--- config.mk ---
export PLATFORM = sky130hd
export DESIGN_NAME = pnp_ram
export DESIGN_NICKNAME = d
export VERILOG_FILES = /design/src/sv/pnp_ram.sv
export SDC_FILE = /design/constraint.sdc
export NUM_CORES = 2
export LEC_CHECK = 0
export BUFFER_PORTS_ARGS = -buffer_cell sky130_fd_sc_hd__buf_2
export CORE_UTILIZATION = 40
export CTS_BUF_LIST = sky130_fd_sc_hd__clkbuf_2 sky130_fd_sc_hd__clkbuf_4 sky130_fd_sc_hd__clkbuf_8
export DETAILED_ROUTE_END_ITERATION = 10
export GPL_TIMING_DRIVEN = 0
export PLACE_DENSITY = 0.6
export SETUP_SLACK_MARGIN = 0.15
export SLEW_MARGIN = 5
export SYNTH_ARGS = -nofsm -noshare
export SYNTH_HDL_FRONTEND = slang
export SYNTH_SLANG_ARGS = --single-unit
export TNS_END_PERCENT = 30
--- constraint.sdc ---
create_clock -name i_clk -period 4.7 [get_ports i_clk]
set_input_delay 0 -clock i_clk [delete_from_list [all_inputs] [get_ports i_clk]]
set_output_delay 0 -clock i_clk [all_outputs]
set_load 0.02 [all_outputs]
--- src/sv/pnp_ram.sv ---
// Generic single-port-write, registered-read RAM.
module pnp_ram #(
    parameter int WIDTH = 48,
    parameter int DEPTH = 64
) (
    input  logic                     i_clk,
    input  logic                     i_we,
    input  logic [$clog2(DEPTH)-1:0] i_waddr,
    input  logic [WIDTH-1:0]         i_wdata,
    input  logic [$clog2(DEPTH)-1:0] i_raddr,
    output logic [WIDTH-1:0]         o_rdata
);

    logic [WIDTH-1:0] r_mem [DEPTH];
    logic [WIDTH-1:0] r_rdata;

    always_ff @(posedge i_clk) begin
        if (i_we) begin
            r_mem[i_waddr] <= i_wdata;
        end
        r_rdata <= r_mem[i_raddr];
    end

    assign o_rdata = r_rdata;

endmodule

Yosys cells after proc, flatten, opt, wreduce, memory -nomap -nowiden
Memories as Yosys holds them, arrays and structs flattened. A register that Yosys moved wholly into a read port is not among the register bits.
Cells that the tools add are included.
Operators by class
  mux-type cells: 2
Operators by type and width (number)
  $mux W1: 2
Storage, ports and cells
  flip-flop bits (word level): 0
  memory bits (writable): 3072
  bits of input ports: 62
  output and inout port bits: 48
  word-level logic and storage cells: 3
  memories: 1
Memories
  r_mem: words 64, bits a word 48, rd ports 1, clocked after memory_dff 1, write ports 1, RTL line 14  | logic [WIDTH-1:0] r_mem [DEPTH];

Longest topological paths before layout
  word-level depth: 2
  depth in mapped cells: 9
  depth with buffers taken out: 5

Least setup slack after synthesis
No wires, ideal clock.
  path type: input to register
  start point: in i_waddr[3]
  end point: mem r_mem[48][0], enable pin
  setup time: 0.513 ns
  arrival time: 3.772 ns
  data required time: 4.187 ns
  slack: 0.415 ns
  cell stages on the path: 4
  path buffers: 1
  path through: clkbuf_1 > nor2b_1 > nand4b_1 > nor3_1
RTL lines
  from (decl): RTL line 8  | input logic [$clog2(DEPTH)-1:0] i_waddr,
  to (decl): RTL line 14
Straight into the memory's write port.

==> metrics.md <==
| Metric | Value |
|---|---|
| Fin crit share | `69.41%` |
| Mux cell area share after synthesis | `15.15%` |
| Simple-gate share of the synthesized area | `0.9572%` |
| Final ANT Viol Nets | `0` |
| FP Rows | `198` |
| Compound-Gate Fraction of Synth Area | `3.024%` |
| Avg Inst Size Synth | `23.56 um2` |
| RD Place Congestion | `0.8250` |
| Number of port buffers | `101` |
| Worst EP arrival | `4.03 ns` |
| Cells after Synth | `4970` |
| PwrDens | `412.0 nW/um2` |
| YS warnings | `0` |
| Die Span X | `543.1 um` |
| Worst setup path start | `i_raddr[1]` |
| Max-slew headroom | `8.162%` |
| Synth unique cells | `36` |
| Final Instance Count excl. Fillers | `10070` |
| GRT Overall Usage | `23.20%` |
| Final setup vio count | `0` |
| Critical path class | `input port to flop` |
| Layout Skew | `0.05529 ns` |
| Pleak | `0.04246 uW` |
| Post-cts sizing count | `0` |
| Fin worst setup slack | `1.438 ns` |
| Post-route DRC | `0` |
| Async S/R FF share, synth | `0%` |
| CTS tree | `done` |
| Synth Net Count | `5032` |
| First-pass GRT wire length | `474100 um` |
| Antenna violations before repair | `26` |
| # IOs | `110` |
| Crit-path cells | `buf_2, buf_4, buf_4, buf_2, nand3b_1, o221ai_1, a21oi_1, nor2_1, a221oi_1` |
| Commonest register cell after synthesis | `edfxtp_1` |
| CTS clock-pin slew for the worst setup and hold paths | `0.07 ns` |
| Status | `completed` |
| Maximum VDD drop | `0.2339 mV` |
| Setup TNS | `0 ns` |
| CTS Buf Count | `480` |
| Ratio of cells with drive above 1 in the final layout | `32.75%` |
| P&R area growth vs syn | `16.30%` |
| Routed vias/inst | `5.924` |
| Fin. max-slew vios | `0` |
| Pre-CTS WS | `0.4566 ns` |
| Total grt overflow | `0` |
| Max frequency | `306.6 MHz` |
| 1st-iter DRT viols | `8864` |
| Initial Util | `40.23%` |
| Vias | `59630` |
| XOR/XNOR Fraction of Synth Area | `0%` |
| Vias in the first global route | `59600` |
| Req. time, crit path | `5.47 ns` |
| Max capacitance violation total | `0` |
| CTS Sinks | `3120` |
| Setup bufs post-CTS | `0` |
| Dpl hpwl | `224300 um` |
| Final instance area | `136200 um2` |
| WL/cell | `34.22 um` |
| Max Root-Sink Buffers | `4` |
| Hold Vio Cnt, Final | `0` |
| Hold Startpoint | `i_wdata[39]` |
| Worst Setup End Kind | `flop` |
| Die Footprint | `295000 um2` |
| Post-synthesis cell area | `117100 um2` |
| Slew @ Worst Pin | `1.378 ns` |
| Post-Synth Adder-Cell Area | `0%` |
| FILL cells | `23880` |
| RSZ-0062 raised after global routing | `false` |
| Post-layout min period | `3.262 ns` |
| Crit path largest cell delay | `0.82 ns` |
| CTS Hold Buffers Added | `55` |
| Post-Place Cell Area | `126400 um2` |
| H-tree levels | `5` |
| CP max FO | `10` |
| Root Buffer | `clkbuf_8` |
| First drt pass iteration count | `6` |
| Core ar. | `291100 um2` |
| Total Wirelength | `344400 um` |
| Inst Count DP | `9134` |
| FF+latch count, synth | `3120` |
| Seq/Total Area, Yosys | `79.59%` |
| Slowest CP cell | `nand3b_1` |
| Total Nets Final | `5834` |
| Die height | `543.1 um` |
| EDFF count, synth | `3072` |
| Largest net degree at the start of global routing | `65` |
| Worst hold path class | `input port to flop` |
| Clock insertion delay at the later pin of the skew report | `1.07 ns` |
| Worst R2R Start | `r_mem[41][10]` |
| Min Hold Slack | `0.08161 ns` |
| CP startpoint kind | `input port` |
| Main combinational cell family by area after synthesis | `multiplexers` |
-- area by class of cell --
cell class                      instances  area, um2  share of cell area, %
Antenna cell                           10      25.02                0.01837
Multi-Input combinational cell       1568      22890                  16.80
Clock buffer                          654       7994                  5.869
Sequential cell                      3120      93210                  68.43
Clock inverter                        211       1227                 0.9012
Timing Repair Buffer                  320       4482                  3.290
Tap cell                             3900       4880                  3.583
Buffer                                282       1504                  1.104
-- kinds of logic (layout without fill, tap and decap cells) --
kind of cell / Yosys count / after routing
flip-flops: 3120 / 3120
multiplexers: 829 / 829
AO/OA/AOI/OAI: 486 / 486
buffers and inverters: 282 / 1467
AND/OR/NAND/NOR: 253 / 253
other: 0 / 10
-- cell usage after synthesis (28+ instances only) --
master    count  share of area (%)
o22ai_1     122               0.65
dfxtp_1      48               0.82
nand2_1      55               0.18
clkbuf_1     98               0.31
a221oi_1     83               0.62
edfxtp_1   3072                 79
mux2i_1      63               0.54
buf_2        98               0.42
a21oi_1      74               0.32
buf_4        62               0.40
o221ai_1     28               0.21
a22oi_1      72               0.46
a211oi_1     32               0.21
a22o_1       57               0.43
nor2_1      132               0.42
mux4_2      754                 14
-- placed cells by master, fill, tap and decap left out, types with 55 or more instances in the layout --
cell type,synthesis,final
edfxtp_1,3072,3072
a221oi_1,83,83
clkbuf_1,98,93
mux4_2,754,754
o22ai_1,122,122
a22o_1,57,57
clkbuf_8,0,493
mux2i_1,63,63
nand2_1,55,55
a22oi_1,72,72
a21oi_1,74,74
nor2_4,0,62
buf_12,0,115
dlygate4sd3_1,0,55
buf_2,98,192
clkinv_1,0,133
buf_4,62,73
clkbuf_4,0,161
nor2_1,132,70
-- worst paths after layout --
path,slack (ns),end,depth (start not counted)
max,1.44,o_rdata[34],9
min,0.08,r_mem[23][39],2
max reg2reg,2.13,o_rdata[10],5
min reg2reg,0.95,o_rdata[16],5
-- registers in the layout, indices dropped and copies added (netlist names) --
name	cells
o_rdata	48
r_mem	3072
-- per-stage QoR --
stage               power, uW  utilization (%)
floorplan               33000                -
global placement        34510            42.08
detailed placement      34610            43.41
CTS                     56400            46.77
global route            57650            46.79
finish                  56120            46.79
-- metal layers --
metal  wire length (um)  up-vias  global-route usage, %  part of all wire [%]
met5                 94        -                      0                 0.027
li1                   -    23220                      -                     -
met4              10300       14                  6.852                   3.0
met3              31360      531                  4.129                   9.1
met2             163800     3459                  36.79                    48
met1             138900    32400                  32.88                    40
-- power breakdown --
group	internal [uW]	switching, uW
combinational	1040	2150
sequential	30800	55.6
clock	11500	10500
total	43400	12700
-- critical path: cells and delay by family --
family | cells | cell delay, ns
compound gates | 3 | 0.90
buf+inv | 4 | 1.48
simple gates | 2 | 1.61
Power figures use the tool's default switching activity.
