### config.mk
export PLATFORM = sky130hd
export DESIGN_NAME = pnp_sqrt
export DESIGN_NICKNAME = d
export VERILOG_FILES = /design/src/sv/pnp_pkg.sv /design/src/sv/pnp_sqrt.sv
export SDC_FILE = /design/constraint.sdc
export NUM_CORES = 1
export LEC_CHECK = 0
export BUFFER_PORTS_ARGS = -buffer_cell sky130_fd_sc_hd__buf_2
export CAP_MARGIN = 0
export CORE_MARGIN = 3
export CORE_UTILIZATION = 53
export DETAILED_ROUTE_END_ITERATION = 6
export GPL_TIMING_DRIVEN = 0
export HOLD_SLACK_MARGIN = 0.1
export MAX_ROUTING_LAYER = met4
export PLACE_DENSITY = 0.83
export SYNTH_ARGS = -nofsm -noshare
export SYNTH_HDL_FRONTEND = slang
export SYNTH_SLANG_ARGS = --single-unit
### constraint.sdc
create_clock -name i_clk -period 2.85 [get_ports i_clk]
set_clock_uncertainty 0.2 [all_clocks]
set_input_delay 0.4275 -clock i_clk [delete_from_list [all_inputs] [get_ports i_clk]]
set_output_delay 0.4275 -clock i_clk [all_outputs]
set_load 0.1 [all_outputs]
### src/sv/pnp_pkg.sv
// Package: widths, codes and sequencer states of the polyline projection unit.
package pnp_pkg;

    localparam int MAX_NODES  = 64;
    localparam int COORD_BITS = 16;
    localparam int ADDR_W     = $clog2(MAX_NODES);
    localparam int CNT_W      = ADDR_W + 1;
    localparam int NODE_W     = 3 * COORD_BITS;
    localparam int REQ_W      = 2;
    localparam int STAT_W     = 2;
    localparam int AB_W       = COORD_BITS + 1;
    localparam int LSQ_W      = 2 * AB_W + 1;
    localparam int DOT_W      = 2 * AB_W + 4;
    localparam int MUL_W      = 27;
    localparam int PROD_W     = 2 * MUL_W;
    localparam int Q_W        = 17;
    localparam int DIVN_W     = 54;
    localparam int DIVD_W     = 36;
    localparam int SQV_W      = 52;
    localparam int SQR_W      = SQV_W / 2;
    localparam int LEN_W      = 25;
    localparam int TOT_W      = 31;
    localparam int CUM_W      = 48;
    localparam int D_W        = 26;
    localparam int DSQ_W      = 51;
    localparam int PROJ_W     = 24;
    localparam int SEG_W      = 6;
    localparam int FRAC_W     = 16;
    localparam int DIST_W     = 34;
    localparam int IN_W       = NODE_W;
    localparam int OUT_W      = 3 * PROJ_W + SEG_W + 2 * FRAC_W + DIST_W;

    localparam logic [Q_W-1:0] T_HALF = Q_W'(32768);
    localparam logic [Q_W-1:0] T_ONE  = Q_W'(65536);
    localparam logic [Q_W-1:0] T_MAX  = Q_W'(65535);

    typedef enum logic [REQ_W-1:0] {
        REQ_CLEAR  = 2'd0,
        REQ_APPEND = 2'd1,
        REQ_QUERY  = 2'd2
    } t_req;

    typedef enum logic [STAT_W-1:0] {
        STAT_OK   = 2'd0,
        STAT_FEW  = 2'd1,
        STAT_FULL = 2'd2
    } t_status;

    typedef enum logic [3:0] {
        ST_IDLE, ST_RDA, ST_RDB, ST_LDB, ST_MAC, ST_TQ, ST_DIV, ST_PMUL,
        ST_PD, ST_PSQ, ST_PACC, ST_WAITL, ST_FMUL, ST_FACC, ST_FDIV, ST_DONE
    } t_state;

endpackage

### src/sv/pnp_sqrt.sv
// Digit-by-digit integer square root, one root bit per cycle.
module pnp_sqrt
    import pnp_pkg::*;
(
    input  logic             i_clk,
    input  logic             i_rst_n,
    input  logic             i_start,
    input  logic [SQV_W-1:0] i_val,
    output logic             o_busy,
    output logic [SQR_W-1:0] o_root
);

    localparam int SQC_W = $clog2(SQR_W);

    logic             r_busy;
    logic [SQC_W-1:0] r_cnt;
    logic [SQV_W-1:0] r_v;
    logic [SQR_W:0]   r_rem;
    logic [SQR_W-1:0] r_root;
    logic [SQR_W+2:0] w_rem;
    logic [SQR_W+2:0] w_trial;
    logic             w_ge;

    assign w_rem   = {r_rem, r_v[SQV_W-1:SQV_W-2]};
    assign w_trial = {1'b0, r_root, 2'b01};
    assign w_ge    = w_rem >= w_trial;

    always_ff @(posedge i_clk) begin
        if (!i_rst_n) begin
            r_busy <= 1'b0;
        end else if (i_start) begin
            r_busy <= 1'b1;
        end else if (r_busy && r_cnt == '0) begin
            r_busy <= 1'b0;
        end
    end

    always_ff @(posedge i_clk) begin
        if (i_start) begin
            r_v    <= i_val;
            r_rem  <= '0;
            r_root <= '0;
            r_cnt  <= SQC_W'(SQR_W - 1);
        end else if (r_busy) begin
            r_rem  <= w_ge ? (w_rem[SQR_W:0] - w_trial[SQR_W:0]) : w_rem[SQR_W:0];
            r_root <= {r_root[SQR_W-2:0], w_ge};
            r_v    <= {r_v[SQV_W-3:0], 2'b00};
            r_cnt  <= r_cnt - 1'b1;
        end
    end

    assign o_busy = r_busy;
    assign o_root = r_root;

endmodule

* After elaboration in Yosys (flattened, before gate mapping)
Index checks and enable logic that the tools add are counted.
** Storage, ports and cells
- Bits in registers :: 111
- Input bits :: 55
- Output and inout port bits :: 27
** Cells by class
- $add $sub $neg :: 2
- Magnitude comparators :: 1
- Multiplexer cells :: 5
- Reductions and logical operators :: 4
** Operator list (number)
- 52-bit 2-to-1 mux :: 2
- 29-bit by 28-bit greater-or-equal comparator with 1-bit output :: 1
- 27-bit 2-to-1 mux :: 1
- 27-bit subtractor :: 1
- 5-bit zero test :: 1
- 5-bit by 1-bit subtractor with 5-bit output (second input constant) :: 1
- 2-bit nonzero test :: 2
- 1-bit 2-to-1 mux :: 2
- 1-bit logical AND :: 1

* Depth between registers and ports, before layout
- Word-level depth :: 4
- Depth in mapped cells :: 14
- Gate-level depth less buffers :: 11

* Least setup slack after synthesis
No wires, ideal clock.
- Path type :: reg2reg
- Start :: register r_root[5] (netlist: o_root[5])
- End :: register r_rem[26]
- Arrival :: 3.157 ns
- Data required time :: 2.573 ns
- Slack :: -0.584 ns
- Cell stages (with the launch flop) :: 13
- Clock period less this slack :: 3.434 ns
- Cell sequence :: dfxtp_1 > inv_1 > ha_1 > buf_4 > and4_1 > a21boi_4 > o221ai_2 > nand4_1 > nand3_2 > o21a_1 > buf_6 > or4_4 > a41oi_2
** Between the ends
- Cells in the longest elaborated chain, start to end :: 2
- Elaborated cells on any way between the ends :: 3
- Those cells by class :: 1 x add/sub; 1 x order compare; 1 x mux
** Ends and longest elaborated chain
- start, declared :: line pnp_sqrt.sv:19 : logic [SQR_W-1:0] r_root;
- start signal, assigned :: line pnp_sqrt.sv:46 : r_root <= {r_root[SQR_W-2:0], w_ge};
- 27-bit subtractor or 29-bit by 28-bit greater-or-equal comparator with 1-bit output (tied branches) :: line pnp_sqrt.sv:45, pnp_sqrt.sv:26
- 27-bit 2-to-1 mux * :: line pnp_sqrt.sv:45 : r_rem <= w_ge ? (w_rem[SQR_W:0] - w_trial[SQR_W:0]) : w_rem[SQR_W:0];
- end signal, assigned :: line pnp_sqrt.sv:45
- end, declared :: line pnp_sqrt.sv:18 : logic [SQR_W:0] r_rem;
Mark *: on every way between the ends. The rest lies on a longest branch, timed or not.
A chain may end at the register's enable or synchronous reset.

* Worst setup path in the final report
- Start :: register r_root[2] (netlist: o_root[2])
- End :: register r_rem[26]
Same word-level chain as after synthesis.

==> metrics.yaml <==
status: "finished clean"
die_h_microns: 114
hpwl_microns: 10100
critPathMaxFanout: 6
synth_top_area_frac: 0.254
root_buffer: "clkbuf_16"
cp_cell_sequence: "inv_1 -> ha_4 -> and4_4 -> a21boi_4 -> o221ai_2 -> nand4_1 -> nand3_2 -> o21a_1 -> buf_6 -> or4_4 -> a41oi_2"
clock_latency_ns: 0.36
maxCapViolations: 0
ys_warn_count: 0
critPathArrivalTime_ns: 2.91
die_area_sq_um: 12900
cpPeakStageDelay_ns: 0.51
antenna_found_initial: 0
cts_buffer_depth: 2
io_pins: 82
r2r_end: "r_rem[26]$_SDFFE_PP0P_"
p_per_area_nw_per_um2: 748
peakVddDrop_mv: 0.727
cp_slowest_cell: "or4_4"
via_count: 4908
path_class: "reg2reg"
post_drt_wl_per_cell_microns: 16.7
wirelength_microns: 14400
regToRegSetupSlack_ns: 0.03
start_util: 0.555
finish.utilization: 0.681
worstPathRequired_ns: 2.94
rsz0062_at_grt: "true"
syn_to_final_growth_pct: 22.6
ys_types: 63
min_period_ns: 2.82
dp.cells: 827
rows: 38
first_iter_violations: 232
reg2reg_depth: 11
synth_area_per_cell_sq_um: 10.1
io_buffer_count: 80
whs_endpoint: "r_v[1]$_SDFFCE_PN0P_"
numCtsBuffers: 9
cts_tree: "yes"
r2r_start: "o_root[2]$_SDFFE_PP0P_"
htreeDepth: 3
stdcell_count: 860
drc: 0
max_freq_ghz: 0.354
p_leak_nw: 3.02
start_kind: "flop"
maxSlewViolCount: 0
finalSetupViolations: 0
netlist_instances: 607
hp-class: "in2reg"
grt_pass1_vias: 4928
fin_crit_sh: 0.990
via_per_inst: 5.71
ys_seq_elements: 111
relSlewSlack: 0.229
path_clk_slew_ns: 0.07
grt.total_usage: 0.230
final-hold-violation-count: 0
synth.area.top_cells: "edfxtp_1 25%, dfxtp_1 19%, mux2_2 9.2%"
whs_path_depth: 2
yosys.area.top_type: "edfxtp_1"
grt_max_degree: 54
ys_seq_area_frac: 0.446
synth_area_sq_um: 6150
synth_flop_cell: "dfxtp_1"
drive_above_1_share: 0.353
gr-total-overflow: 0
clock-sinks: 111
firstDrtPassIters: 4
grt_pass1_wl_microns: 23400
tightestPinTransition_ns: 1.16
ys_async_sr_fraction: 0
routabilityCongestion: 0.950
synth-edff-count: 52
dieWidth_microns: 114
antennaDiodeCount: 0
drtAntennaViolNets: 0
end_kind: "flop"
worstHoldStart: "i_val[1]"
nets: 799
nFillCells: 864
synthesis.nets: 691
coreArea_sq_um: 11100
## placed cells by master (no fill, tap or decap), types with 17 or more instances in the layout
cell      instances
buf_2            81
nor2_1           80
edfxtp_1         52
mux2_2           50
a21oi_1          36
mux2i_1          35
dfxtp_1          33
inv_1            32
a211oi_1         25
nand2_1          24
dfxtp_4          18
buf_4            18
clkbuf_1         17
## routing by layer
metal | vias to the layer above | track usage | routed length [microns]
li1 | 2409 | - | -
met1 | 2353 | 0.287 | 6360
met2 | 126 | 0.372 | 6980
met3 | 20 | 0.0578 | 771
met4 | 0 | 0.0689 | 281
met5 | - | - | 0
## logic make-up (layout without fill, tap and decap cells)
kind of cell | count (synthesis) | count (layout) | share of synthesized area
buffers and inverters | 67 | 180 | 0.0458
AOI/OAI and AO/OA | 135 | 135 | 0.149
adders and majority gates | 29 | 29 | 0.0590
and+or+nand+nor | 157 | 157 | 0.119
DFF | 111 | 111 | 0.446
xor gates and xnor gates | 23 | 23 | 0.0328
muxes | 85 | 85 | 0.149
## layout make-up
type                    count  area (sq um)  area share
multi-input cells         429          3430       0.455
flip-flops and latches    111          2820       0.374
repair buffers             99           546      0.0724
clock buffers              10           229      0.0304
well taps                 140           175      0.0232
plain buffers              30           159      0.0211
inverters                  35           131      0.0174
clock inverters             6          50.0     0.00664
## cell usage after synthesis, drive strengths merged, types with 2 or more instances
master and n:
nand3 9, xnor2 13, nand2b 7, ha 29, nand4 2, nand2 26, o22ai 2, or2 2
edfxtp 52, nor2 81, nor3 9, o21a 7, a21o 11, a311oi 2, inv 35, o21ai 19
mux2 50, clkbuf 17, xor2 10, a21boi 2, a31oi 4, a211oi 31, or4 2, nor2b 6
and2 4, mux2i 35, buf 15, o31a 2, o221ai 2, o211ai 3, a21oi 39, and3 4
dfxtp 59
## sequential cells by signal, indices dropped and copies added, names as in the netlist
register and count:
r_v 52, r_cnt 5, r_rem 27, o_root 26, o_busy 1
## worst max path at each step
stage / from / endpoint / cells past startpoint
after detailed placement: o_root[5]$_SDFFE_PP0P_ / r_rem[23]$_SDFFE_PP0P_ / 12
after global placement: o_root[5]$_SDFFE_PP0P_ / r_rem[24]$_SDFFE_PP0P_ / 13
after CTS: o_root[5]$_SDFFE_PP0P_ / r_rem[26]$_SDFFE_PP0P_ / 12
after global routing: o_root[2]$_SDFFE_PP0P_ / r_rem[26]$_SDFFE_PP0P_ / 11
after floorplan: o_root[5]$_SDFFE_PP0P_ / r_rem[26]$_SDFFE_PP0P_ / 12
final: o_root[2]$_SDFFE_PP0P_ / r_rem[26]$_SDFFE_PP0P_ / 11
## timing repair
item | in CTS | in global routing
buffers inserted | 7 | 11
gates resized for setup | 15 | 40
endpoints found under the setup margin | 26 | 24
hold endpoints to repair | 1 | 0
hold buffers | 1 | 0
pin swaps | 5 | 29
## critical path: cells and delay by family, from the launching register on
kind | cells | cell delay, ns
flip-flops | 1 | 0.34
adder cells (fa/ha/maj) | 1 | 0.29
AO/OA/AOI/OAI | 4 | 0.73
AND/OR/NAND/NOR | 4 | 0.99
buffers and inverters | 2 | 0.19
## where the power goes
| group | total (mW) | switching (mW) | internal, mW |
|---|---|---|---|
| logic | 2.51 | 1.35 | 1.15 |
| clock network | 1.21 | 0.599 | 0.608 |
| registers | 1.93 | 0.102 | 1.82 |
## through the flow
| stage | setup slack (ns) | power (mW) | setup TNS [ns] | cell area (sq um) | hold WS [ns] |
|---|---|---|---|---|---|
| 2_1_floorplan | -0.0466 | 3.55 | -0.0487 | 6280 | 0.255 |
| 3_3_place_gp | -0.215 | 3.97 | -2.41 | 6860 | 0.268 |
| 3_5_place_dp | -0.296 | 4.03 | -3.46 | 6860 | 0.279 |
| 4_1_cts | -0.0203 | 5.39 | -0.0203 | 7280 | 0.146 |
| 5_1_grt | -0.0907 | 5.96 | -0.455 | 7540 | 0.154 |
| 6_report | 0.0281 | 5.64 | 0 | 7540 | 0.160 |
Power figures use the tool's default switching activity.
