### src/sv/pnp_pkg.sv
// Package: widths, codes and sequencer states of the polyline projection unit.
package pnp_pkg;

    localparam int MAX_NODES  = 64;
    localparam int COORD_BITS = 16;
    localparam int ADDR_W     = $clog2(MAX_NODES);
    localparam int CNT_W      = ADDR_W + 1;
    localparam int NODE_W     = 3 * COORD_BITS;
    localparam int REQ_W      = 2;
    localparam int STAT_W     = 2;
    localparam int AB_W       = COORD_BITS + 1;
    localparam int LSQ_W      = 2 * AB_W + 1;
    localparam int DOT_W      = 2 * AB_W + 4;
    localparam int MUL_W      = 27;
    localparam int PROD_W     = 2 * MUL_W;
    localparam int Q_W        = 17;
    localparam int DIVN_W     = 54;
    localparam int DIVD_W     = 36;
    localparam int SQV_W      = 52;
    localparam int SQR_W      = SQV_W / 2;
    localparam int LEN_W      = 25;
    localparam int TOT_W      = 31;
    localparam int CUM_W      = 48;
    localparam int D_W        = 26;
    localparam int DSQ_W      = 51;
    localparam int PROJ_W     = 24;
    localparam int SEG_W      = 6;
    localparam int FRAC_W     = 16;
    localparam int DIST_W     = 34;
    localparam int IN_W       = NODE_W;
    localparam int OUT_W      = 3 * PROJ_W + SEG_W + 2 * FRAC_W + DIST_W;

    localparam logic [Q_W-1:0] T_HALF = Q_W'(32768);
    localparam logic [Q_W-1:0] T_ONE  = Q_W'(65536);
    localparam logic [Q_W-1:0] T_MAX  = Q_W'(65535);

    typedef enum logic [REQ_W-1:0] {
        REQ_CLEAR  = 2'd0,
        REQ_APPEND = 2'd1,
        REQ_QUERY  = 2'd2
    } t_req;

    typedef enum logic [STAT_W-1:0] {
        STAT_OK   = 2'd0,
        STAT_FEW  = 2'd1,
        STAT_FULL = 2'd2
    } t_status;

    typedef enum logic [3:0] {
        ST_IDLE, ST_RDA, ST_RDB, ST_LDB, ST_MAC, ST_TQ, ST_DIV, ST_PMUL,
        ST_PD, ST_PSQ, ST_PACC, ST_WAITL, ST_FMUL, ST_FACC, ST_FDIV, ST_DONE
    } t_state;

endpackage

### src/sv/pnp_div.sv
// Restoring divider, one quotient bit per cycle, quotient known below 2^Q_W.
module pnp_div
    import pnp_pkg::*;
(
    input  logic              i_clk,
    input  logic              i_rst_n,
    input  logic              i_start,
    input  logic [DIVN_W-1:0] i_num,
    input  logic [DIVD_W-1:0] i_den,
    output logic              o_busy,
    output logic [Q_W-1:0]    o_quot
);

    localparam int DIVC_W = $clog2(Q_W);

    logic              r_busy;
    logic [DIVC_W-1:0] r_cnt;
    logic [DIVD_W:0]   r_rem;
    logic [Q_W-1:0]    r_lo;
    logic [DIVD_W-1:0] r_den;
    logic [Q_W-1:0]    r_quot;
    logic [DIVD_W:0]   w_shift;
    logic              w_ge;

    assign w_shift = {r_rem[DIVD_W-1:0], r_lo[Q_W-1]};
    assign w_ge    = w_shift >= {1'b0, r_den};

    always_ff @(posedge i_clk) begin
        if (!i_rst_n) begin
            r_busy <= 1'b0;
        end else if (i_start) begin
            r_busy <= 1'b1;
        end else if (r_busy && r_cnt == '0) begin
            r_busy <= 1'b0;
        end
    end

    always_ff @(posedge i_clk) begin
        if (i_start) begin
            r_rem  <= i_num[DIVN_W-1:Q_W];
            r_lo   <= i_num[Q_W-1:0];
            r_den  <= i_den;
            r_quot <= '0;
            r_cnt  <= DIVC_W'(Q_W - 1);
        end else if (r_busy) begin
            r_rem  <= w_ge ? (w_shift - {1'b0, r_den}) : w_shift;
            r_quot <= {r_quot[Q_W-2:0], w_ge};
            r_lo   <= {r_lo[Q_W-2:0], 1'b0};
            r_cnt  <= r_cnt - 1'b1;
        end
    end

    assign o_busy = r_busy;
    assign o_quot = r_quot;

endmodule

### config.mk
export PLATFORM = sky130hd
export DESIGN_NAME = pnp_div
export DESIGN_NICKNAME = d
export VERILOG_FILES = /design/src/sv/pnp_pkg.sv /design/src/sv/pnp_div.sv
export SDC_FILE = /design/constraint.sdc
export NUM_CORES = 1
export LEC_CHECK = 0
export BUFFER_PORTS_ARGS = -buffer_cell sky130_fd_sc_hd__buf_2
export CAP_MARGIN = 20
export CORE_MARGIN = 8
export CORE_UTILIZATION = 30
export DETAILED_ROUTE_END_ITERATION = 8
export PLACE_DENSITY = 0.5
export RECOVER_POWER = 25
export SETUP_SLACK_MARGIN = 0.4
export SYNTH_ARGS = -nofsm -noshare
export SYNTH_HDL_FRONTEND = slang
export SYNTH_SLANG_ARGS = --single-unit
### constraint.sdc
create_clock -name i_clk -period 3.4 [get_ports i_clk]
set_input_delay 0.51 -clock i_clk [delete_from_list [all_inputs] [get_ports i_clk]]
set_output_delay 0.51 -clock i_clk [all_outputs]
set_load 0.005 [all_outputs]
### Yosys cells after proc, flatten, opt, wreduce, memory -nomap -nowiden

Cells that the tools add are included.

| storage, ports and cells | value |
|---|---|
| bits in registers | 112 |
| output and inout port bits | 18 |
| input bits | 93 |
| word-level logic and storage cells | 20 |

| cells by class | value |
|---|---|
| $add $sub $neg | 2 |
| multiplexer cells | 7 |
| reductions and logical operators | 4 |
| $lt $le $gt $ge | 1 |

Operators by type and width:

| cell | count |
|---|---|
| 36-bit two-way mux | 3 |
| 37-bit by 36-bit greater-or-equal comparator with 1-bit output | 1 |
| 36-bit subtractor | 1 |
| 17-bit two-way mux | 2 |
| 5-bit zero test | 1 |
| 5-bit by 1-bit subtractor with 5-bit output, second input constant | 1 |
| 2-bit nonzero test | 2 |
| 1-bit two-way mux | 2 |
| 1-bit logical AND | 1 |

### Longest topological paths before layout

Gate-level depths: netlist (run 1).

| logic depth | value |
|---|---|
| depth in word-level cells | 4 |
| gate-level depth with buffers | 13 |
| mapped depth without buffers | 13 |

### Worst setup path before layout (run 1)

No wires, ideal clock.

| timing path | value |
|---|---|
| path kind | register to register |
| from | reg r_lo[16] |
| to | reg r_rem[20] (data pin) |
| setup slack | 382 ps |
| library setup time | 268 ps |
| path buffers | 0 |
| cell stages (with the launch flop) | 14 |
| data required time | 3132 ps |
| clock period less this slack | 3018 ps |
| arrival time | 2750 ps |
| cells stage by stage | edfxtp_1 > inv_1 > ha_1 > inv_1 > fa_1 > a21o_1 > a221oi_2 > or4_1 > nand2_1 > a311o_1 > a31o_2 > a21oi_1 > xor2_1 > o31ai_1 |

| on the way | value |
|---|---|
| longest elaborated chain between the ends | 4 |
| elaborated cells between the ends (all ways) | 5 |
| classes of those cells | add/sub (1); order compare (1); mux (3) |

RTL lines:

| item | line | source |
|---|---|---|
| start: declaration | pnp_div.sv:19 | `logic [Q_W-1:0] r_lo;` |
| start signal: assignment | pnp_div.sv:41 | `r_lo <= i_num[Q_W-1:0];` |
| start signal: assignment | pnp_div.sv:48 | `r_lo <= {r_lo[Q_W-2:0], 1'b0};` |
| 36-bit subtractor / 37-bit by 36-bit greater-or-equal comparator with 1-bit output (equally long branches) | pnp_div.sv:46, pnp_div.sv:26 |  |
| 36-bit two-way mux * | pnp_div.sv:46 | `r_rem <= w_ge ? (w_shift - {1'b0, r_den}) : w_shift;` |
| 36-bit two-way mux * | pnp_div.sv:45 | `end else if (r_busy) begin` |
| 36-bit two-way mux * | pnp_div.sv:39 | `if (i_start) begin` |
| end signal: assignment | pnp_div.sv:40 | `r_rem <= i_num[DIVN_W-1:Q_W];` |
| end signal: assignment | pnp_div.sv:46 |  |
| end: declaration | pnp_div.sv:18 | `logic [DIVD_W:0] r_rem;` |

Mark *: on every way between the ends. The rest lies on a longest branch, timed or not. The select of a mux whose other input is x is not followed.
A chain may end at the register's enable or synchronous reset.

### Final worst setup path (run 1)

| timing path | value |
|---|---|
| from | reg r_rem[17] |
| to | reg r_rem[34] (data pin) |

| on the way | value |
|---|---|
| longest elaborated chain between the ends | 4 |
| elaborated cells between the ends (all ways) | 5 |
| classes of those cells | add/sub (1); order compare (1); mux (3) |

RTL lines:

| item | line |
|---|---|
| 36-bit subtractor / 37-bit by 36-bit greater-or-equal comparator with 1-bit output (equally long branches) | pnp_div.sv:46, pnp_div.sv:26 |
| 36-bit two-way mux * | pnp_div.sv:46 |
| 36-bit two-way mux * | pnp_div.sv:45 |
| 36-bit two-way mux * | pnp_div.sv:39 |

Marked as above.

==> results of run 1 <==
[through the flow]
step,power (mW),setup WS (ns),hold slack (ns)
2_1_floorplan,3.69,0.416,0.455
3_3_place_gp,4.30,0.166,0.470
3_5_place_dp,4.30,0.183,0.479
4_1_cts,5.80,0.384,0.292
5_1_grt,6.93,0.180,0.288
6_report,6.50,0.299,0.306
[worst min-delay path by stage]
stage	startpoint	end	slack, ns	depth (start not counted)
after floorplan	r_cnt[4]	r_cnt[4]	0.46	2
after global routing	i_den[34]	r_den[34]	0.29	1
after global placement	r_cnt[4]	r_cnt[4]	0.47	2
after CTS	i_den[34]	r_den[34]	0.29	1
after detailed placement	r_cnt[4]	r_cnt[4]	0.48	2
final	i_den[34]	r_den[34]	0.31	1
[sequential cells by signal, summed over array words and instances, names as in the netlist]
name    count
r_lo       17
r_rem      36
r_cnt       5
o_busy      1
r_den      36
o_quot     17
[where the power goes]
part | switching (mW) | leakage (nW) | internal (mW)
Sequential | 0.158 | 1.07 | 1.76
Clock | 0.588 | 0.149 | 0.528
Combinational | 1.74 | 2.49 | 1.72
Total | 2.49 | 3.71 | 4.01
[worst max-delay path, stage by stage, from the launching register on]
cell and delay (ns):
edfxtp_1 0.45, ha_4 0.31, buf_6 0.11, nand4_1 0.16
buf_4 0.19, buf_6 0.11, buf_6 0.10, buf_6 0.10
nand3b_1 0.21, a21oi_4 0.20, nand2_2 0.10, o211ai_1 0.21
nand2_1 0.12, xnor2_1 0.14, a221o_1 0.33
[logic make-up (layout without fill, tap and decap cells)]
kind of cell | count (synthesis) | in the layout | share of synthesized area, %
DFF | 112 | 112 | 46.8
buffers and inverters | 87 | 248 | 5.42
AOI/OAI and AO/OA | 181 | 181 | 17.7
muxes | 43 | 43 | 6.91
and+or+nand+nor | 159 | 159 | 11.3
xor gates and xnor gates | 36 | 36 | 4.71
adders and majority gates | 38 | 38 | 7.21
[cell usage in the layout, fill, tap and decap left out, types with 9 or more instances in the layout]
master and n:
a21o_1 16, o211ai_1 9, mux2i_1 16, a21oi_2 9
ha_1 17, a211oi_1 11, mux2_2 22, clkbuf_16 13
xor2_1 19, o21ai_0 19, nor2_1 51, a211oi_2 10
ha_4 15, inv_1 55, dfxtp_1 23, edfxtp_1 89
buf_2 108, buf_4 40, buf_6 15, o21ai_1 14
xnor2_1 17, nand2_1 35, a21oi_1 43
[per-layer routing]
metal  track usage, %  share of wire (%)  vias to the layer above
li1                 -                  -                     2705
met1             17.1                 46                     2518
met2             19.6                 44                      140
met3             4.69                7.8                       36
met4             3.86                1.6                       16
met5                0               0.43                        -
[cell type report]
cell class / count / area share (%)
clock buffer: 9 / 2.49
clock inverter: 7 / 0.927
inverter: 57 / 2.37
multi-input combinational: 457 / 41.8
sequential: 112 / 34.7
tap: 280 / 3.88
timing repair buffer: 175 / 13.8
[timing repair]
item | in CTS | in global routing
pin swaps | 20 | 49
gates resized for setup | 46 | 96
cloned | 1 | 4
endpoints found under the setup margin | 36 | 35
buffers inserted | 16 | 23
==> key figures, run 1 <==
Yosys
  – Mapped Cells: about 660
  – Mapped Area: roughly 6700 um2
  – Most area-consuming cells after synthesis: edfxtp_1 40%, ha_1 6.9%, dfxtp_1 6.9%
  – Yosys cell types: between 60 and 70
  – Mean Syn Cell Area: 10.2 um2
  – Synthesis-stage register bit count: 112
  – Commonest cells post-synth: 89 x edfxtp_1, 57 x inv_1, 56 x a21oi_1
  – Yosys warnings: 0
  – Most common flop cell mapped by yosys: edfxtp_1
  – Post-synthesis net count: slightly below 800
  – Most frequent cell after synthesis: edfxtp_1
  – EDFF count, synth: 89
  – Synth async-reset ratio: 0%
  – Yosys top cell by area: edfxtp_1
  – Sequential fraction of the synthesis area: between 40% and 50%
  – Area share of the largest cell type after synthesis: about 40%

Worst setup path
  – WP data required: around 3.5 ns
  – Crit path kind: register to register
  – R2R depth: 14
  – Reg-to-reg startpoint: r_rem[17]
  – Kind of end point of the critical path: register
  – Startpoint Class: register
  – CP arrival: between 3 and 4 ns
  – FF-to-FF End: r_rem[34]
  – Critical Path Sink: r_rem[34]
  – CP Launch Point: r_rem[17]
  – Worst Path Max Fanout: 4
  – Reg2reg setup slack: ~0.30 ns

Placed design
  – Placer Congestion: around 0.8
  – Detail Placement HPWL: 12400 um
  – Placed inst area: between 7000 and 8000 um2
  – Placed Cells: between 1k and 1.5k
  – Port bufs: around 110

Floorplanning
  – Core area: approximately 22000 um2
  – Starting Density: 30.6%
  – Die Span Y: 165 um
  – Ports: 111
  – Num rows: 54
  – Full die area: ~27000 um2
  – Die span in x: between 150 and 200 um

Final layout
  – Area occupied by multi-input gates: 3780 um2
  – Area grow syn2layout: 34.9%
  – Reg area: around 3100 um2
  – Final nets: approximately 940
  – Diode count: 0
  – Fillcell total: roughly 2.2k
  – Core Util, Final: between 40% and 50%
  – Fin cells: between 1k and 1.5k
  – Fin area: between 9000 and 10000 um2
  – Share of cells above drive strength 1: a little under two fifths

Global routing
  – Vias in the first global route: about 5.4k
  – Initial antenna violation count: 8
  – Total gr overflow: 0
  – First-pass GRT wire length: between 20000 and 30000 um
  – Total track usage: between 10% and 20%
  – Largest net degree at the start of global routing: 54

Routing
  – Routed WL: roughly 19000 um
  – Starting DRC count in detailed routing: ~340
  – TritonRoute pass-1 iters: 5
  – Post-route DRC violation count: 0
  – Wire per inst: around 17 um
  – Vias: between 5k and 6k
  – Post-route ant nets: 0
  – Vias per cell: ~4.9

STA
  – Final slew viol count: 29
  – Final hold vios: 0
  – Fin crit share: a little over 90%
  – RSZ-0062 raised after global routing: yes
  – Clk_skew: about 0.013 ns
  – Final setup TNS: 0 ns
  – Rel. slew slack: -11.8%
  – Worst slew pin tran: 1.68 ns
  – Final setup fails: 0
  – Min Clock Period, post-route: 3.10 ns
  – Achievable Freq: around 0.32 GHz

Clocking
  – Worst-path clk slew: around 0.090 ns
  – Clock root buffer: clkbuf_16
  – Clk sinks: about 110
  – Cts-stage hold buffer count: 0
  – H-tree Lvls: 3
  – Longest Clk Path Bufs: 2
  – CTS tree: yes
  – Worst skew pair latency: 0.37 ns
  – Num CTS Buffers: 9

Pwr
  – VDD IR max: 0.000282 V
  – Power per Cell Area: 720 nW/um2
  – Leakage dissipation: between 3 and 4 nW

Flow run
  – Maxcap violations: 1

Outcome
  – Outcome: finished with violations
  – Failing checks: max-capacitance violations, max-slew violations

Worst hold path
  – Hold Path Class: input pin to register
(Power assumes the default switching activity.)
==> run 2, diff against run 1 <==
Settings changed: REMOVE_ABC_BUFFERS set to 1.
==> run 2 against run 1 <==
Sequential share of layout area grew 1.6 points. Worst setup slack better by 0.092 ns. The run still ends with max-capacitance violations, max-slew violations left. Global-route usage is 0.81 points lower. Via count decreased by 4.2%. Design area is 4.4% lower. Clock skew is 0.0022 ns higher. Maximum frequency increased by 3.1%. Critical path type unchanged. Register-to-register slack improved by 0.09 ns. Routed wire length decreased by 8.7%.
==> key figures, run 2 (synthesis results as in run 1) <==
Clocking
  – Clock root buffer: clkbuf_16 (unchanged)
  – Num CTS Buffers: 9 (unchanged)
  – Worst-path clk slew: 0.10 ns (was 0.09 ns)
  – H-tree Lvls: 3 (unchanged)
  – Worst skew pair latency: 0.37 ns (about the same)
  – Cts-stage hold buffer count: 0 (unchanged)
  – CTS tree: yes (unchanged)
  – Clk sinks: 112 (unchanged)
  – Longest Clk Path Bufs: 2 (unchanged)

STA
  – RSZ-0062 raised after global routing: yes (unchanged)
  – Final hold vios: 0 (unchanged)
  – Worst slew pin tran: 1.57 ns (was 1.68 ns)
  – Final setup TNS: 0 ns (unchanged)
  – Final setup fails: 0 (unchanged)
  – Final slew viol count: 23 (was 29)
  – Fin crit share: 88.5% (was 91.2%)
  – Rel. slew slack: -4.59% (was -11.8%)
  – Hold slack: 0.304 ns (was 0.306 ns)
  – Min Clock Period, post-route: 3.01 ns (was 3.10 ns)
  – Clk_skew: 0.0149 ns (was 0.0127 ns)
  – Achievable Freq: 0.332 GHz (was 0.322 GHz)

Final layout
  – Largest regs: r_den x36, r_rem x36 (unchanged)
  – Share of cells above drive strength 1: 33.8% (was 37.5%)
  – Area grow syn2layout: 29.0% (was 34.9%)
  – Core Util, Final: 39.5% (was 41.3%)
  – Fin cells: 1070 (was 1097)
  – Leading cell types in the layout, fill and taps excluded: 108 x buf_2, 89 x edfxtp_1, 54 x inv_1 (was 108 x buf_2, 89 x edfxtp_1, 55 x inv_1)
  – Final nets: 916 (was 943)
  – Fin area: 8650 um2 (was 9040 um2)
  – Commonest non-fill, non-tap cell in the layout: buf_2 (unchanged)
  – Diode count: 0 (unchanged)

Global routing
  – Total track usage: 12.2% (was 13.0%)
  – First-pass GRT wire length: 26700 um (was 28100 um)
  – Vias in the first global route: 5310 (was 5404)
  – Largest net degree at the start of global routing: 74 (was 54)
  – Initial antenna violation count: 2 (was 8)
  – Total gr overflow: 0 (unchanged)

Floorplanning
  – Ports: 111 (unchanged)
  – Die span in x: 165 um (unchanged)
  – Starting Density: 30.6% (unchanged)
  – Num rows: 54 (unchanged)
  – Core area: 21900 um2 (unchanged)
  – Die Span Y: 165 um (unchanged)
  – Full die area: 27400 um2 (unchanged)

Worst setup path
  – Worst Path Max Fanout: 2 (was 4)
  – Crit path largest cell delay: 0.39 ns (was 0.45 ns)
  – Worst path cell trace: inv_1, ha_2, inv_2, fa_2, a21o_1, a221oi_2, or4_4, nand2_4, a311o_1, a31o_2, a21oi_2, xor2_1, o31ai_1 (was ha_4, buf_6, nand4_1, buf_4, buf_6, buf_6, buf_6, nand3b_1, a21oi_4, nand2_2, o211ai_1, nand2_1, xnor2_1, a221o_1)
  – Startpoint Class: register (unchanged)
  – Kind of end point of the critical path: register (unchanged)
  – WP data required: 3.52 ns (about the same)
  – Worst path slowest cell: edfxtp_1 (unchanged)
  – Crit path kind: register to register (unchanged)
  – CP arrival: 3.13 ns (was 3.22 ns)

Placed design
  – Port bufs: 109 (unchanged)
  – Placer Congestion: 0.823 (was 0.803)
  – Placed inst area: 7650 um2 (about the same)
  – Placed Cells: 1035 (was 1037)
  – Detail Placement HPWL: 11900 um (was 12400 um)

Routing
  – TritonRoute pass-1 iters: 4 (was 5)
  – Routed WL: 17100 um (was 18800 um)
  – Wire per inst: 16.0 um (was 17.1 um)
  – Vias per cell: 4.85 (was 4.94)
  – Post-route DRC violation count: 0 (unchanged)
  – Vias: 5189 (was 5415)
  – Post-route ant nets: 0 (unchanged)
  – Starting DRC count in detailed routing: 204 (was 343)

Pwr
  – Power per Cell Area: 712 nW/um2 (was 720 nW/um2)
  – VDD IR max: 0.000311 V (was 0.000282 V)
  – Leakage dissipation: 3.54 nW (was 3.71 nW)

Outcome
  – Failing checks: max-capacitance violations, max-slew violations (unchanged)
  – Outcome: finished with violations (unchanged)

Flow run
  – Maxcap violations: 1 (unchanged)

Worst hold path
  – Hold Path Class: input pin to register (unchanged)
==> run 2: cell count changes in the layout (fill, tap and decap cells not counted), moves of 4 or more <==
| cell | previous run | this run |
|---|---|---|
| ha_4 | 15 | 9 |
| buf_4 | 40 | 25 |
| nand2_2 | 5 | 1 |
| ha_1 | 17 | 23 |
| inv_12 | 0 | 5 |
| buf_6 | 15 | 6 |
==> run 2: routing by layer <==
layer | track usage, % | vias to the layer above | wire length [um]
met2 | 19.3 | 90 | 7920
li1 | - | 2658 | -
met5 | 0 | - | 18
met1 | 16.1 | 2423 | 8290
met4 | 3.29 | 4 | 158
met3 | 3.30 | 14 | 766
==> run 2: final cells by class <==
type | instances | area, um2
sequential | 112 | 3130
tap | 280 | 350
timing repair buffer | 148 | 965
fill | 2241 | 13200
clock inverter | 7 | 104
inverter | 57 | 214
multi-input combinational | 457 | 3650
clock buffer | 9 | 225
==> run 2: report_power, final <==
group	internal (mW)	switching, mW
clock network	0.560	0.641
registers	1.76	0.134
logic	1.45	1.61
total	3.78	2.38
==> run 2: what timing repair did <==
| item | in CTS | in global routing |
|---|---|---|
| setup buffers | 2 | 13 |
| gates resized for setup | 21 | 89 |
| setup endpoints to repair | 31 | 35 |
| pin swaps | 5 | 39 |
| cloned | 0 | 4 |
==> run 2: final timing paths <==
path / from / endpoint / slack, ns / cells after the start
setup reg to reg: r_lo[16] / r_rem[20] / 0.39 / 13
hold reg to reg: o_quot[16] / o_quot[16] / 0.51 / 2
hold / removal: i_den[28] / r_den[28] / 0.30 / 1
setup / recovery: r_lo[16] / r_rem[20] / 0.39 / 13
==> run 2: stage by stage <==
| step | setup slack [ns] | power [mW] |
|---|---|---|
| floorplan | -0.0943 | 3.60 |
| global placement | 0.208 | 4.27 |
| detailed placement | 0.218 | 4.28 |
| CTS | 0.373 | 5.59 |
| global route | 0.247 | 6.57 |
| finish | 0.391 | 6.16 |
==> run 2: critical path, delay by kind of cell, from the launching register on <==
family,cells,cell delay [ns]
xor gates and xnor gates,1,0.17
and+or+nand+nor,2,0.28
buffers and inverters,2,0.12
AOI/OAI and AO/OA,6,1.28
DFF,1,0.39
adders and majority gates,2,0.52
==> run 3, diff against run 2 <==
==> constraint.sdc (replaced) <==
create_clock -name i_clk -period 3.4 [get_ports i_clk]
set_input_delay 0.17 -clock i_clk [delete_from_list [all_inputs] [get_ports i_clk]]
set_output_delay 0.17 -clock i_clk [all_outputs]
set_load 0.005 [all_outputs]
==> run 3 against run 2 <==
Critical path depth unchanged. Highest routed layer unchanged. Core utilization up 1.6 points. The flow now finishes without violations. Sequential power about the same. Routed wire length up 0.54%. Maximum frequency up 0.23%. Clock skew up 0.0033 ns. Via count up 2.0%.
==> key figures, run 3 (synthesis results as in run 1) <==
Placed design
  – Dpl ws: 0.203 ns (was 0.218 ns)
  – Placer Congestion: 0.817 (was 0.823)
  – Detail Placement HPWL: 11900 um (about the same)
  – Port bufs: 109 (unchanged)

Worst hold path
  – Hold Path Class: input pin to register (unchanged)
  – WHS Path Cells: 2 (was 1)

Worst setup path
  – Kind of end point of the critical path: register (unchanged)
  – Number of cells on the critical path: 13 (unchanged)
  – Top Family by Delay on Critical Path: simple AND/OR/NAND/NOR gates (was compound AO/OA/AOI/OAI gates)
  – R2R depth: 13 (unchanged)
  – Worst path cell trace: ha_2, nand4_1, nor4b_4, nand2_2, o2bb2a_4, o221ai_4, a41oi_4, buf_12, buf_8, clkbuf_16, nand2_1, o21ai_1, mux2_2 (was inv_1, ha_2, inv_2, fa_2, a21o_1, a221oi_2, or4_4, nand2_4, a311o_1, a31o_2, a21oi_2, xor2_1, o31ai_1)
  – Worst path bufs/invs: 3 (was 2)
  – Crit path kind: register to register (unchanged)
  – Startpoint Class: register (unchanged)
  – Worst path slowest cell: ha_2 (was edfxtp_1)
  – WP data required: 3.53 ns (was 3.52 ns)
  – Crit path largest cell delay: 0.43 ns (was 0.39 ns)
  – Worst Path Max Fanout: 7 (was 2)
  – CP arrival: 3.13 ns (about the same)

Floorplanning
  – Ports: 111 (unchanged)
  – Num rows: 54 (unchanged)
  – Die span in x: 165 um (unchanged)
  – Die Span Y: 165 um (unchanged)
  – Starting Density: 30.6% (unchanged)
  – Full die area: 27400 um2 (unchanged)
  – Core area: 21900 um2 (unchanged)

STA
  – Worst slew pin tran: 0.639 ns (was 1.57 ns)
  – Final setup TNS: 0 ns (unchanged)
  – RSZ-0062 raised after global routing: yes (unchanged)
  – Min Clock Period, post-route: 3.00 ns (was 3.01 ns)
  – Final slew viol count: 0 (was 23)
  – Fin crit share: 88.3% (was 88.5%)
  – Final hold vios: 0 (unchanged)
  – Rel. slew slack: 57.4% (was -4.59%)
  – Achievable Freq: 0.333 GHz (was 0.332 GHz)
  – Final WS setup: 0.398 ns (was 0.391 ns)
  – Clk_skew: 0.0182 ns (was 0.0149 ns)
  – Final setup fails: 0 (unchanged)

Global routing
  – First-pass GRT wire length: 27200 um (was 26700 um)
  – Met1 GRT Util: 16.1% (about the same)
  – Total gr overflow: 0 (unchanged)
  – Gr busiest metal: met2 (unchanged)
  – Initial antenna violation count: 2 (unchanged)
  – Met2 GRT Util: 19.9% (was 19.3%)
  – Largest net degree at the start of global routing: 58 (was 74)
  – Vias in the first global route: 5453 (was 5310)
  – Total track usage: 12.3% (was 12.2%)
  – Met3 Track Usage GR: 3.40% (was 3.30%)

Final layout
  – Final nets: 955 (was 916)
  – Fillcell total: 2209 (was 2241)
  – Share of cells above drive strength 1: 31.6% (was 33.8%)
  – Leading cell types in the layout, fill and taps excluded: 108 x buf_2, 89 x edfxtp_1, 55 x inv_1 (was 108 x buf_2, 89 x edfxtp_1, 54 x inv_1)
  – Core Util, Final: 41.1% (was 39.5%)
  – Area grow syn2layout: 34.3% (was 29.0%)
  – Diode count: 0 (unchanged)
  – Largest regs: r_den x36, r_rem x36 (unchanged)
  – Commonest non-fill, non-tap cell in the layout: buf_2 (unchanged)

Routing
  – Routed WL: 17200 um (was 17100 um)
  – TritonRoute pass-1 iters: 4 (unchanged)
  – Vias per cell: 4.77 (was 4.85)
  – Wire per inst: 15.5 um (was 16.0 um)
  – Post-route ant nets: 0 (unchanged)
  – Starting DRC count in detailed routing: 185 (was 204)
  – Vias: 5292 (was 5189)
  – Post-route DRC violation count: 0 (unchanged)

Pwr
  – Leakage dissipation: 3.70 nW (was 3.54 nW)
  – VDD IR max: 0.000314 V (was 0.000311 V)
  – Power per Cell Area: 680 nW/um2 (was 712 nW/um2)
  – Final Power: 6.12 mW (was 6.16 mW)

Clocking
  – Worst-path clk slew: 0.10 ns (about the same)
  – Worst skew pair latency: 0.37 ns (about the same)
  – Clk sinks: 112 (unchanged)
  – H-tree Lvls: 3 (unchanged)
  – Longest Clk Path Bufs: 2 (unchanged)
  – CTS tree: yes (unchanged)
  – Num CTS Buffers: 9 (unchanged)
  – Clock root buffer: clkbuf_16 (unchanged)

Flow run
  – Maxcap violations: 0 (was 1)

Outcome
  – Outcome: complete, no violations (was finished with violations)
==> run 3: stage by stage <==
stage / hold slack (ns) / cell area, um2 / instances
CTS: 0.0000367 / 8480 / 1092
global route: 0.00151 / 9000 / 1109
finish: 0.00493 / 9000 / 1109
global placement: 0.348 / 7630 / 1033
detailed placement: 0.348 / 7630 / 1033
floorplan: 0.242 / 6550 / 626
==> run 3: per-layer routing <==
layer	part of all wire, %	vias up
met2	46	94
met4	1.1	4
met3	4.8	17
met1	49	2456
li1	-	2721
met5	0.12	-
==> run 3: cell type report <==
type                            count  area, um2  share of cell area (%)
Multi-Input combinational cell    457       3590                    39.9
Timing Repair Buffer              187       1380                    15.3
Clock buffer                        9        225                    2.50
Sequential cell                   112       3130                    34.8
Clock inverter                      7        104                    1.15
Tap cell                          280        350                    3.89
Inverter                           57        214                    2.38
==> run 3: final timing paths <==
check / start / to / slack (ns)
setup / recovery: r_rem[21] / r_rem[18] / 0.40
hold / removal: i_rst_n / o_busy / 0.005
setup reg to reg: r_rem[21] / r_rem[18] / 0.40
hold reg to reg: o_quot[16] / o_quot[16] / 0.51
==> run 3: what timing repair did <==
| item | CTS | global route |
|---|---|---|
| cloned | 0 | 5 |
| buffers inserted | 7 | 12 |
| gates resized for setup | 28 | 70 |
| endpoints found under the hold margin | 36 | 0 |
| hold buffers | 36 | 0 |
| pin swaps | 13 | 38 |
| endpoints found under the setup margin | 32 | 35 |
==> run 3: power by group <==
part / internal (mW) / switching, mW / total, mW
combinational: 1.49 / 1.56 / 3.05
clock: 0.556 / 0.625 / 1.18
sequential: 1.76 / 0.132 / 1.89
==> run 3: worst reg2reg max path: cells and delay by family (launching register included) <==
kind | cells | cell delay, ns
simple gates | 4 | 0.63
flops | 1 | 0.40
fa+ha+maj | 1 | 0.43
buf+inv | 3 | 0.47
mux | 1 | 0.25
compound gates | 4 | 0.57
